### src/rtl/core/lqs_pkg.sv
package lqs_pkg;

    // Fixed widths of the command and result fields.
    localparam int DATA_W = 32;
    localparam int IDX_W  = 6;
    localparam int CNT_W  = 7;

    // Command codes.
    typedef enum logic [1:0] {
        OP_STATUS = 2'd0,
        OP_ENQ    = 2'd1,
        OP_DEQ    = 2'd2,
        OP_SEARCH = 2'd3
    } opcode_t;

    // Result status codes.
    typedef enum logic [1:0] {
        ST_OK       = 2'd0,
        ST_OVERFLOW = 2'd1,
        ST_EMPTY    = 2'd2,
        ST_NOTFOUND = 2'd3
    } status_t;

    // Sequencer states.
    typedef enum logic [1:0] {
        S_IDLE,
        S_FRONT,
        S_SCAN
    } state_t;

    // One result as it leaves the block.
    typedef struct packed {
        status_t                    status;
        logic signed [DATA_W-1:0]   data_out;
        logic [IDX_W-1:0]           found_index;
        logic [CNT_W-1:0]           count;
        logic signed [DATA_W-1:0]   front_value;
        logic                       front_valid;
    } result_t;

endpackage

### src/rtl/core/lqs_ram.sv
module lqs_ram #(
    parameter int WIDTH = 32,
    parameter int DEPTH = 64
) (
    input  logic                     clk,
    input  logic                     we,
    input  logic [$clog2(DEPTH)-1:0] waddr,
    input  logic [WIDTH-1:0]         wdata,
    input  logic                     re,
    input  logic [$clog2(DEPTH)-1:0] raddr,
    output logic [WIDTH-1:0]         rdata
);

    logic [WIDTH-1:0] mem [DEPTH];

    // Single write port, registered read port.
    always_ff @(posedge clk)
    begin
        if (we)
        begin
            mem[waddr] <= wdata;
        end
        if (re)
        begin
            rdata <= mem[raddr];
        end
    end

endmodule

### src/rtl/core/linear_queue_with_search.sv
// Linear (non-circular) queue of signed 32-bit words with a search command.
// A command is transferred when start is high and busy is low; it carries
// opcode (status, enqueue, dequeue, search) and data_in. Exactly one result
// follows for every command: done is high for one cycle and status,
// data_out, found_index, count, front_value and front_valid are valid in that
// cycle. The receiver cannot stall; done marks the result only in that cycle.
// Status, enqueue, a dequeue that empties the queue, and a dequeue or search
// on an empty queue register their result at the transfer, so done rises in
// the next cycle. A dequeue that leaves words behind reads the new front word
// from the slot memory and registers its result in state S_FRONT. A search
// reads one slot per cycle through the registered memory port from the front
// slot up and ends at the first matching held word or after the last one.
// busy is low again in the cycle that done rises, so a new command may be
// transferred while the previous result is shown.
// Reset clears both pointers, which makes the queue empty; the slot memory
// is not cleared because only written slots are ever read.
module linear_queue_with_search #(
    parameter int DEPTH = 64
) (
    input  logic                                clk,
    input  logic                                rst_n,
    input  logic                                start,
    output logic                                busy,
    input  logic [1:0]                          opcode,
    input  logic signed [lqs_pkg::DATA_W-1:0]   data_in,
    output logic                                done,
    output logic [1:0]                          status,
    output logic signed [lqs_pkg::DATA_W-1:0]   data_out,
    output logic [lqs_pkg::IDX_W-1:0]           found_index,
    output logic [lqs_pkg::CNT_W-1:0]           count,
    output logic signed [lqs_pkg::DATA_W-1:0]   front_value,
    output logic                                front_valid
);

    localparam int AW = $clog2(DEPTH);
    localparam int PW = $clog2(DEPTH + 1);
    localparam logic [PW-1:0] FULL_POS = PW'(DEPTH);

    lqs_pkg::state_t                  state_reg, state_next;
    logic [PW-1:0]                    fp_reg, fp_next;
    logic [PW-1:0]                    wp_reg, wp_next;
    logic signed [lqs_pkg::DATA_W-1:0] front_reg, front_next;
    logic signed [lqs_pkg::DATA_W-1:0] key_reg, key_next;
    logic [PW-1:0]                    scan_reg, scan_next;
    logic [PW-1:0]                    cmp_idx_reg, cmp_idx_next;
    logic                             cmp_vld_reg, cmp_vld_next;
    logic                             done_reg, done_next;
    lqs_pkg::result_t                 res_reg, res_next;

    // Memory port signals.
    logic                             ram_we;
    logic [AW-1:0]                    ram_waddr;
    logic                             ram_re;
    logic [AW-1:0]                    ram_raddr;
    logic [lqs_pkg::DATA_W-1:0]       ram_rdata;
    logic signed [lqs_pkg::DATA_W-1:0] rd_word;

    // Shared decisions.
    logic                             accept;
    logic                             empty;
    logic [PW-1:0]                    fp_inc;
    logic                             last_deq;
    logic                             hit;
    logic                             scan_done;

    // Finish bookkeeping.
    logic                             fin;
    lqs_pkg::status_t                 fin_status;
    logic signed [lqs_pkg::DATA_W-1:0] fin_dout;
    logic [PW-1:0]                    fin_idx;
    logic [PW-1:0]                    cnt_val;
    logic                             fvld;
    logic [PW+lqs_pkg::CNT_W-1:0]     cnt_ext;
    logic [PW+lqs_pkg::IDX_W-1:0]     idx_ext;

    lqs_ram #(
        .WIDTH(lqs_pkg::DATA_W),
        .DEPTH(DEPTH)
    ) u_slots (
        .clk  (clk),
        .we   (ram_we),
        .waddr(ram_waddr),
        .wdata(data_in),
        .re   (ram_re),
        .raddr(ram_raddr),
        .rdata(ram_rdata)
    );

    assign rd_word   = ram_rdata;
    assign accept    = start && (state_reg == lqs_pkg::S_IDLE);
    assign empty     = (fp_reg == wp_reg);
    assign fp_inc    = fp_reg + PW'(1);
    assign last_deq  = (fp_inc == wp_reg);
    assign hit       = cmp_vld_reg && (rd_word == key_reg);
    assign scan_done = (scan_reg == wp_reg);

    // Next state of the sequencer.
    always_comb
    begin
        state_next = state_reg;
        case (state_reg)
            lqs_pkg::S_IDLE:
            begin
                if (accept && !empty)
                begin
                    if (opcode == lqs_pkg::OP_DEQ && !last_deq)
                    begin
                        state_next = lqs_pkg::S_FRONT;
                    end
                    else if (opcode == lqs_pkg::OP_SEARCH)
                    begin
                        state_next = lqs_pkg::S_SCAN;
                    end
                end
            end
            lqs_pkg::S_FRONT:
            begin
                state_next = lqs_pkg::S_IDLE;
            end
            lqs_pkg::S_SCAN:
            begin
                if (hit || scan_done)
                begin
                    state_next = lqs_pkg::S_IDLE;
                end
            end
            default:
            begin
                state_next = lqs_pkg::S_IDLE;
            end
        endcase
    end

    // Datapath, memory accesses and result assembly.
    always_comb
    begin
        fp_next      = fp_reg;
        wp_next      = wp_reg;
        front_next   = front_reg;
        key_next     = key_reg;
        scan_next    = scan_reg;
        cmp_idx_next = cmp_idx_reg;
        cmp_vld_next = 1'b0;
        ram_we       = 1'b0;
        ram_waddr    = wp_reg[AW-1:0];
        ram_re       = 1'b0;
        ram_raddr    = fp_inc[AW-1:0];
        fin          = 1'b0;
        fin_status   = lqs_pkg::ST_OK;
        fin_dout     = '0;
        fin_idx      = '0;

        case (state_reg)
            lqs_pkg::S_IDLE:
            begin
                if (accept)
                begin
                    case (lqs_pkg::opcode_t'(opcode))
                        lqs_pkg::OP_ENQ:
                        begin
                            fin = 1'b1;
                            if (wp_reg == FULL_POS)
                            begin
                                fin_status = lqs_pkg::ST_OVERFLOW;
                            end
                            else
                            begin
                                ram_we  = 1'b1;
                                wp_next = wp_reg + PW'(1);
                                if (empty)
                                begin
                                    front_next = data_in;
                                end
                            end
                        end
                        lqs_pkg::OP_DEQ:
                        begin
                            if (empty)
                            begin
                                fin        = 1'b1;
                                fin_status = lqs_pkg::ST_EMPTY;
                            end
                            else if (last_deq)
                            begin
                                // The queue drains: both pointers go back to slot 0.
                                fin      = 1'b1;
                                fin_dout = front_reg;
                                fp_next  = '0;
                                wp_next  = '0;
                            end
                            else
                            begin
                                // Keep the outgoing word and fetch the new front.
                                key_next = front_reg;
                                fp_next  = fp_inc;
                                ram_re   = 1'b1;
                            end
                        end
                        lqs_pkg::OP_SEARCH:
                        begin
                            key_next  = data_in;
                            scan_next = fp_reg;
                            if (empty)
                            begin
                                fin        = 1'b1;
                                fin_status = lqs_pkg::ST_NOTFOUND;
                            end
                        end
                        default:
                        begin
                            fin = 1'b1;
                        end
                    endcase
                end
            end
            lqs_pkg::S_FRONT:
            begin
                front_next = rd_word;
                fin        = 1'b1;
                fin_dout   = key_reg;
            end
            lqs_pkg::S_SCAN:
            begin
                // Issue one read per cycle and compare the word read last cycle.
                ram_raddr = scan_reg[AW-1:0];
                if (hit)
                begin
                    fin     = 1'b1;
                    fin_idx = cmp_idx_reg;
                end
                else if (!scan_done)
                begin
                    ram_re       = 1'b1;
                    cmp_idx_next = scan_reg;
                    cmp_vld_next = 1'b1;
                    scan_next    = scan_reg + PW'(1);
                end
                else
                begin
                    fin        = 1'b1;
                    fin_status = lqs_pkg::ST_NOTFOUND;
                end
            end
            default:
            begin
                fin = 1'b0;
            end
        endcase

        // Count and peek reflect the pointers after the command.
        cnt_val = wp_next - fp_next;
        fvld    = (wp_next != fp_next);
        cnt_ext = {{lqs_pkg::CNT_W{1'b0}}, cnt_val};
        idx_ext = {{lqs_pkg::IDX_W{1'b0}}, fin_idx};

        done_next = fin;
        res_next  = res_reg;
        if (fin)
        begin
            res_next.status      = fin_status;
            res_next.data_out    = fin_dout;
            res_next.found_index = idx_ext[lqs_pkg::IDX_W-1:0];
            res_next.count       = cnt_ext[lqs_pkg::CNT_W-1:0];
            res_next.front_value = fvld ? front_next : '0;
            res_next.front_valid = fvld;
        end
    end

    // Control registers.
    always_ff @(posedge clk or negedge rst_n)
    begin
        if (!rst_n)
        begin
            state_reg   <= lqs_pkg::S_IDLE;
            fp_reg      <= '0;
            wp_reg      <= '0;
            cmp_vld_reg <= 1'b0;
            done_reg    <= 1'b0;
        end
        else
        begin
            state_reg   <= state_next;
            fp_reg      <= fp_next;
            wp_reg      <= wp_next;
            cmp_vld_reg <= cmp_vld_next;
            done_reg    <= done_next;
        end
    end

    // Payload registers.
    always_ff @(posedge clk)
    begin
        front_reg   <= front_next;
        key_reg     <= key_next;
        scan_reg    <= scan_next;
        cmp_idx_reg <= cmp_idx_next;
        res_reg     <= res_next;
    end

    assign busy        = (state_reg != lqs_pkg::S_IDLE);
    assign done        = done_reg;
    assign status      = res_reg.status;
    assign data_out    = res_reg.data_out;
    assign found_index = res_reg.found_index;
    assign count       = res_reg.count;
    assign front_value = res_reg.front_value;
    assign front_valid = res_reg.front_valid;

endmodule

### config.mk
export PLATFORM = sky130hd
export DESIGN_NAME = linear_queue_with_search
export DESIGN_NICKNAME = d
export VERILOG_FILES = /design/src/rtl/core/lqs_pkg.sv /design/src/rtl/core/lqs_ram.sv /design/src/rtl/core/linear_queue_with_search.sv
export SDC_FILE = /design/constraint.sdc
export NUM_CORES = 2
export LEC_CHECK = 0
export BUFFER_PORTS_ARGS = -buffer_cell sky130_fd_sc_hd__buf_2
export CELL_PAD_IN_SITES_DETAIL_PLACEMENT = 0
export CELL_PAD_IN_SITES_GLOBAL_PLACEMENT = 1
export CORE_ASPECT_RATIO = 0.75
export CORE_MARGIN = 4
export CORE_UTILIZATION = 55
export CTS_CLUSTER_SIZE = 30
export DETAILED_ROUTE_END_ITERATION = 8
export PLACE_DENSITY_LB_ADDON = 0.1
export SYNTH_ARGS = -nofsm -noshare
export SYNTH_HDL_FRONTEND = slang
export SYNTH_SLANG_ARGS = --single-unit
export TNS_END_PERCENT = 100
### constraint.sdc
create_clock -name clk -period 10.1 [get_ports clk]
set_clock_uncertainty 0.15 [all_clocks]
set_input_delay 1.515 -clock clk [delete_from_list [all_inputs] [get_ports clk]]
set_output_delay 1.515 -clock clk [all_outputs]
set_load 0.005 [all_outputs]
; Yosys cells after proc, flatten, opt, wreduce, memory -nomap -nowiden
; Memories as Yosys holds them, arrays and structs flattened. A register that Yosys moved wholly into a read port is not among the register bits.
; Cells that the tools add are included.
[classes]
bitwise = 2
n_addsub = 4
n_mux = 65
reduce_logical = 16
n_eq_ne = 20
[op_table]
columns = operator, n
row1 = 2-to-1 mux 32 bit, 10
row2 = case mux 32 bit (2 select lines), 3
row3 = 2-to-1 mux 7 bit, 14
row4 = equality test 32 bit, 1
row5 = case mux 7 bit (2 select lines), 2
row6 = "adder 7 x 1 -> 7 bit, second input constant", 3
row7 = equality test 7 bit, 3
row8 = 2-to-1 mux 1 bit, 20
row9 = 2-to-1 mux 2 bit, 9
row10 = "!= test 2 bit, second input constant", 6
row11 = AND reduction 5 bit, 2
row12 = case mux 2 bit (2 select lines), 2
row13 = "equality test 7 bit, second input constant", 1
row14 = != test 7 bit, 1
row15 = subtractor 7 bit, 1
row16 = "equality test 2 bit, second input constant", 3
row17 = 2-to-1 mux 6 bit, 1
row18 = case mux 2 bit (3 select lines), 1
row19 = AND reduction 3 bit, 2
row20 = nonzero test 2 bit, 3
row21 = "equality test 2 x 1 -> 1 bit, second input constant", 2
row22 = logical AND 1 bit, 4
row23 = "!= test 2 x 1 -> 1 bit, second input constant", 2
row24 = case mux 1 bit (2 select lines), 2
row25 = other kinds (7), 9
[word_totals]
ram_bits = 2048
out_inout_bits = 82
wordCells = 123
memories = 1
reg_bits = 175
in_bits = 37
[mem_list]
columns = name, words, word_bits, rd, rd_clocked_by_memory_dff, wr, line_no
row1 = u_slots.mem, 64, 32, 1, 1, 1, lqs_ram.sv:14  ; logic [WIDTH-1:0] mem [DEPTH];

; Logic depth before layout (Yosys ltp)
[logic_depth]
depth_word = 8
depth_mapped = 16
depth_no_buf = 16

; By module
; From an unflattened synthesis, not the netlist that was laid out.
[unflattened]
cells_unflattened = 4044
hier_area_um2 = 87660.3
[modules_own_cells]
columns = mod, seq_area_each_um2, area_each_um2, instances, cells_per_inst
row1 = lqs_ram, 62459.9, 78829.4, 1, 3323
row2 = linear_queue_with_search, 4844.6, 8831.0, 1, 721

; Worst setup path after synthesis
; No wires, ideal clock.
[synth_path]
path_type = input port to flip-flop
from = input opcode[0]
to = register done_reg (netlist: done)
path_buffers = 1
t_required_ns = 9.236
setup_slack_ns = 1.491
arrival_time_ns = 7.745
setup_time_ns = 0.714
stages = 5
cell_sequence = ha_1 clkbuf_1 nor2_1 a211oi_1 o21ai_0
[synth_via]
elab_chain_len = 4
[synth_rtl]
columns = item, line_no
row1 = start: declaration, linear_queue_with_search.sv:24  ; input logic [1:0] opcode,
row2 = equality test 2 bit, linear_queue_with_search.sv:158  ; case (lqs_pkg::opcode_t'(opcode))
row3 = case mux 1 bit (2 select lines) *, linear_queue_with_search.sv:158
row4 = 2-to-1 mux 1 bit *, linear_queue_with_search.sv:156  ; if (accept)
row5 = case mux 1 bit (3 select lines) *, linear_queue_with_search.sv:153  ; case (state_reg)
row6 = via done_next, linear_queue_with_search.sv:47  ; logic done_reg, done_next;
row7 = end signal: assignment, linear_queue_with_search.sv:286  ; done_reg <= done_next;
row8 = end: declaration, linear_queue_with_search.sv:47
; Mark *: on every way through the listed nets, which the timed path passes. The rest lies on a longest branch.
; A chain may end at the register's enable or synchronous reset.

; Worst setup path in the final report
[layout_path]
from = register fp_reg[0]
to = register u_slots.rdata[13] (read register of u_slots.mem) (data pin)
[layout_via]
elab_chain_len = 7
[layout_rtl]
columns = item, line_no
row1 = start: declaration, linear_queue_with_search.sv:40  ; logic [PW-1:0] fp_reg, fp_next;
row2 = start signal: assignment, linear_queue_with_search.sv:283  ; fp_reg <= fp_next;
row3 = adder 7 x 1 -> 7 bit, linear_queue_with_search.sv:92  ; assign fp_inc = fp_reg + PW'(1);
row4 = equality test 7 bit, linear_queue_with_search.sv:93  ; assign last_deq = (fp_inc == wp_reg);
row5 = 2-to-1 mux 1 bit, linear_queue_with_search.sv:183  ; else if (last_deq)
row6 = 2-to-1 mux 1 bit, linear_queue_with_search.sv:178  ; if (empty)
row7 = 2-to-1 mux 1 bit, linear_queue_with_search.sv:158
row8 = 2-to-1 mux 1 bit, linear_queue_with_search.sv:156
row9 = case mux 1 bit (2 select lines), linear_queue_with_search.sv:153
row10 = end: declaration, lqs_ram.sv:11  ; output logic [WIDTH-1:0] rdata
; Parallel ways exist; a longest one is shown, timed or not.

==> results.json <==
{
  "fin_cells": 7311,
  "synth_seq_cells": 2255,
  "ys_types": 67,
  "register_area_um2": 67300,
  "htreeDepth": 4,
  "path_cells": "ha_1 -> inv_1 -> nor2_1 -> a21oi_4 -> buf_4 -> buf_4 -> mux4_2 -> nand2_1 -> a32oi_1 -> and4_1",
  "startpoint": "fp_reg[0]",
  "multi_input_area_um2": 20200,
  "rows": 126,
  "crit_path_max_fanout": 50,
  "viasPerCell": 6.58,
  "slowest_delay_ps": 1010,
  "cts.clk_slew.worst_paths_ps": 60,
  "wl_mm": 254,
  "grtUsageTotal": 0.304,
  "hp-class": "input port to asynchronous set/reset pin",
  "ys_seq_area_frac": 0.763,
  "insertion_delay_ps": 870,
  "synth_area_um2": 88200,
  "top_register": "u_slots.mem",
  "ant_nets": 0,
  "core-area_um2": 158000,
  "setup_violations": 0,
  "wl_per_cell_um": 34.8,
  "rsz0062_at_grt": "no",
  "cts.sink_count": 2255,
  "final_common_cell": "edfxtp_1",
  "gp_congestion": 0.860,
  "cts.repair.resized": 0,
  "syn_area_per_cell_um2": 18.3,
  "regToRegSetupSlack_ps": 4880,
  "grt_remaining_overflow": 0,
  "critPathKind": "register to register",
  "die_h_um": 355,
  "cts_setup_buffers": 0,
  "status": "finished, final reports clean",
  "syn_nets": 4862,
  "relSlewSlack": 0.0812,
  "critical_path_arrival_ps": 5810,
  "tns_ps": 0,
  "hold_viol_final": 0,
  "num_vias": 48100,
  "die_w_um": 470,
  "ys.flop_type": "edfxtp_1",
  "dp_hpwl_mm": 149,
  "tritoncts": "done",
  "critPathBufInv": 3,
  "drive_gt1_frac": 0.218,
  "period_needed_ps": 5220,
  "peakVddDrop_uv": 299,
  "fmaxAchievable_mhz": 191,
  "cp_slowest_cell": "a32oi_1",
  "antenna_found_initial": 25,
  "syn2layout_area_growth_pct": 11.7,
  "worst_r2r_startpoint": "fp_reg[0]",
  "yosysWarnings": 0,
  "grt_max_degree": 134,
  "p_leak_nw": 31.6,
  "synth_edf_count": 2205,
  "grt_pass1_wl_mm": 356,
  "crit_path_end_kind": "register",
  "worst_slew_pin_slew_ps": 1380,
  "num_io_pins": 119,
  "critPathLaunchType": "register",
  "powerDensity_nw_per_um2": 291,
  "clock_path_buffers": 3,
  "grt_pass1_vias": 45100,
  "portBuffers": 118,
  "finalInstanceArea_um2": 98500,
  "postPlaceCellArea_um2": 92100,
  "postCtsHoldBufs": 0,
  "fillers": 11300,
  "synthCells": 4810,
  "drtPass1Iterations": 8,
  "cp_top_family": "buffers and inverters",
  "fin_crit_sh": 0.517,
  "maxSlewViolCount": 0,
  "root_buffer": "clkbuf_16",
  "start_util": 0.557,
  "layout_common_cells": "edfxtp_1, nand2_1, mux4_2, nand3_1, clkbuf_16",
  "nets": 5061,
  "async_flop_share": 0.00798,
  "finalWorstSetupSlack_ps": 4880,
  "drt-initial-drc-count": 7425,
  "cp_common_cell": "buf_4",
  "cp.required_ps": 10680,
  "dieArea_um2": 167000,
  "pre_cts_ws_ps": 4770,
  "numCtsBuffers": 207,
  "largest_reg_flops": 2048,
  "drc": 0,
  "drv_cap": 0,
  "dp_cells": 6912
}
path summary, 6_finish.rpt:
path / end / depth (start not counted)
setup / recovery: u_slots.rdata[13] / 10
hold / removal: wp_reg[4] / 1
setup reg to reg: u_slots.rdata[13] / 10
hold reg to reg: front_reg[29] / 1
max in group asynchronous: done / 1
min in group clk: front_reg[29] / 1
through the flow:
step | power (mW) | hold WS [ps] | utilization
floorplan | 17.5 | 274 | -
global placement | 21.2 | 430 | 0.582
detailed placement | 21.2 | 433 | 0.582
CTS | 28.7 | 413 | 0.622
global route | 29.8 | 457 | 0.622
finish | 28.7 | 451 | 0.623
final cells by class:
cell class | count | share of cell area
sequential | 2255 | 0.683
multi-input combinational | 2255 | 0.205
clock buffer | 274 | 0.0554
tap | 2112 | 0.0268
timing repair buffer | 270 | 0.0187
clock inverter | 109 | 0.00970
inverter | 20 | 0.000813
antenna | 16 | 0.000406
cells in the mapped netlist, types with 14 or more instances:
cell      number  share of area
xor2_1        18         0.0018
edfxtp_1    2205           0.75
ha_1          14         0.0020
nand2b_1      39         0.0028
dfxtp_1       32         0.0073
a22o_1        35         0.0035
nand2_1      804          0.034
buf_2         57         0.0032
mux2i_1       65         0.0074
nand3_1      277          0.016
o221a_2       32         0.0041
buf_1         37         0.0016
a21boi_1      20         0.0017
mux2_2        64         0.0082
clkbuf_1     139         0.0059
xnor2_1       44         0.0044
buf_6         25         0.0032
nor2_1        82         0.0035
inv_1         20        0.00085
dfrtp_1       18         0.0051
mux4_2       384          0.098
o21ai_0       19         0.0011
a32oi_1      129          0.013
nand4_1       74         0.0052
and4_1        33         0.0033
buf_4         22         0.0019
logic make-up after synthesis:
group	share of synthesized area
buffers and inverters	0.0166
AOI/OAI and AO/OA	0.0290
adders and majority gates	0.00221
xor gates and xnor gates	0.00634
muxes	0.114
DFF	0.763
and+or+nand+nor	0.0687
routing by layer:
layer / vias to the layer above / global-route usage / wire [µm]
met5: - / 0 / 51
met4: 10 / 0.0746 / 6530
met3: 313 / 0.0866 / 32000
met2: 2864 / 0.420 / 108000
met1: 25300 / 0.481 / 107000
li1: 19600 / - / -
power breakdown:
group | internal, mW | total (mW) | switching (mW) | leakage (nW)
Combinational | 3.53 | 9.96 | 6.43 | 8.07
Sequential | 10.8 | 11.2 | 0.444 | 20.4
Clock | 4.08 | 7.53 | 3.46 | 3.11
Total | 18.4 | 28.7 | 10.3 | 31.6
Note: power is estimated with default switching activity, not from simulation.
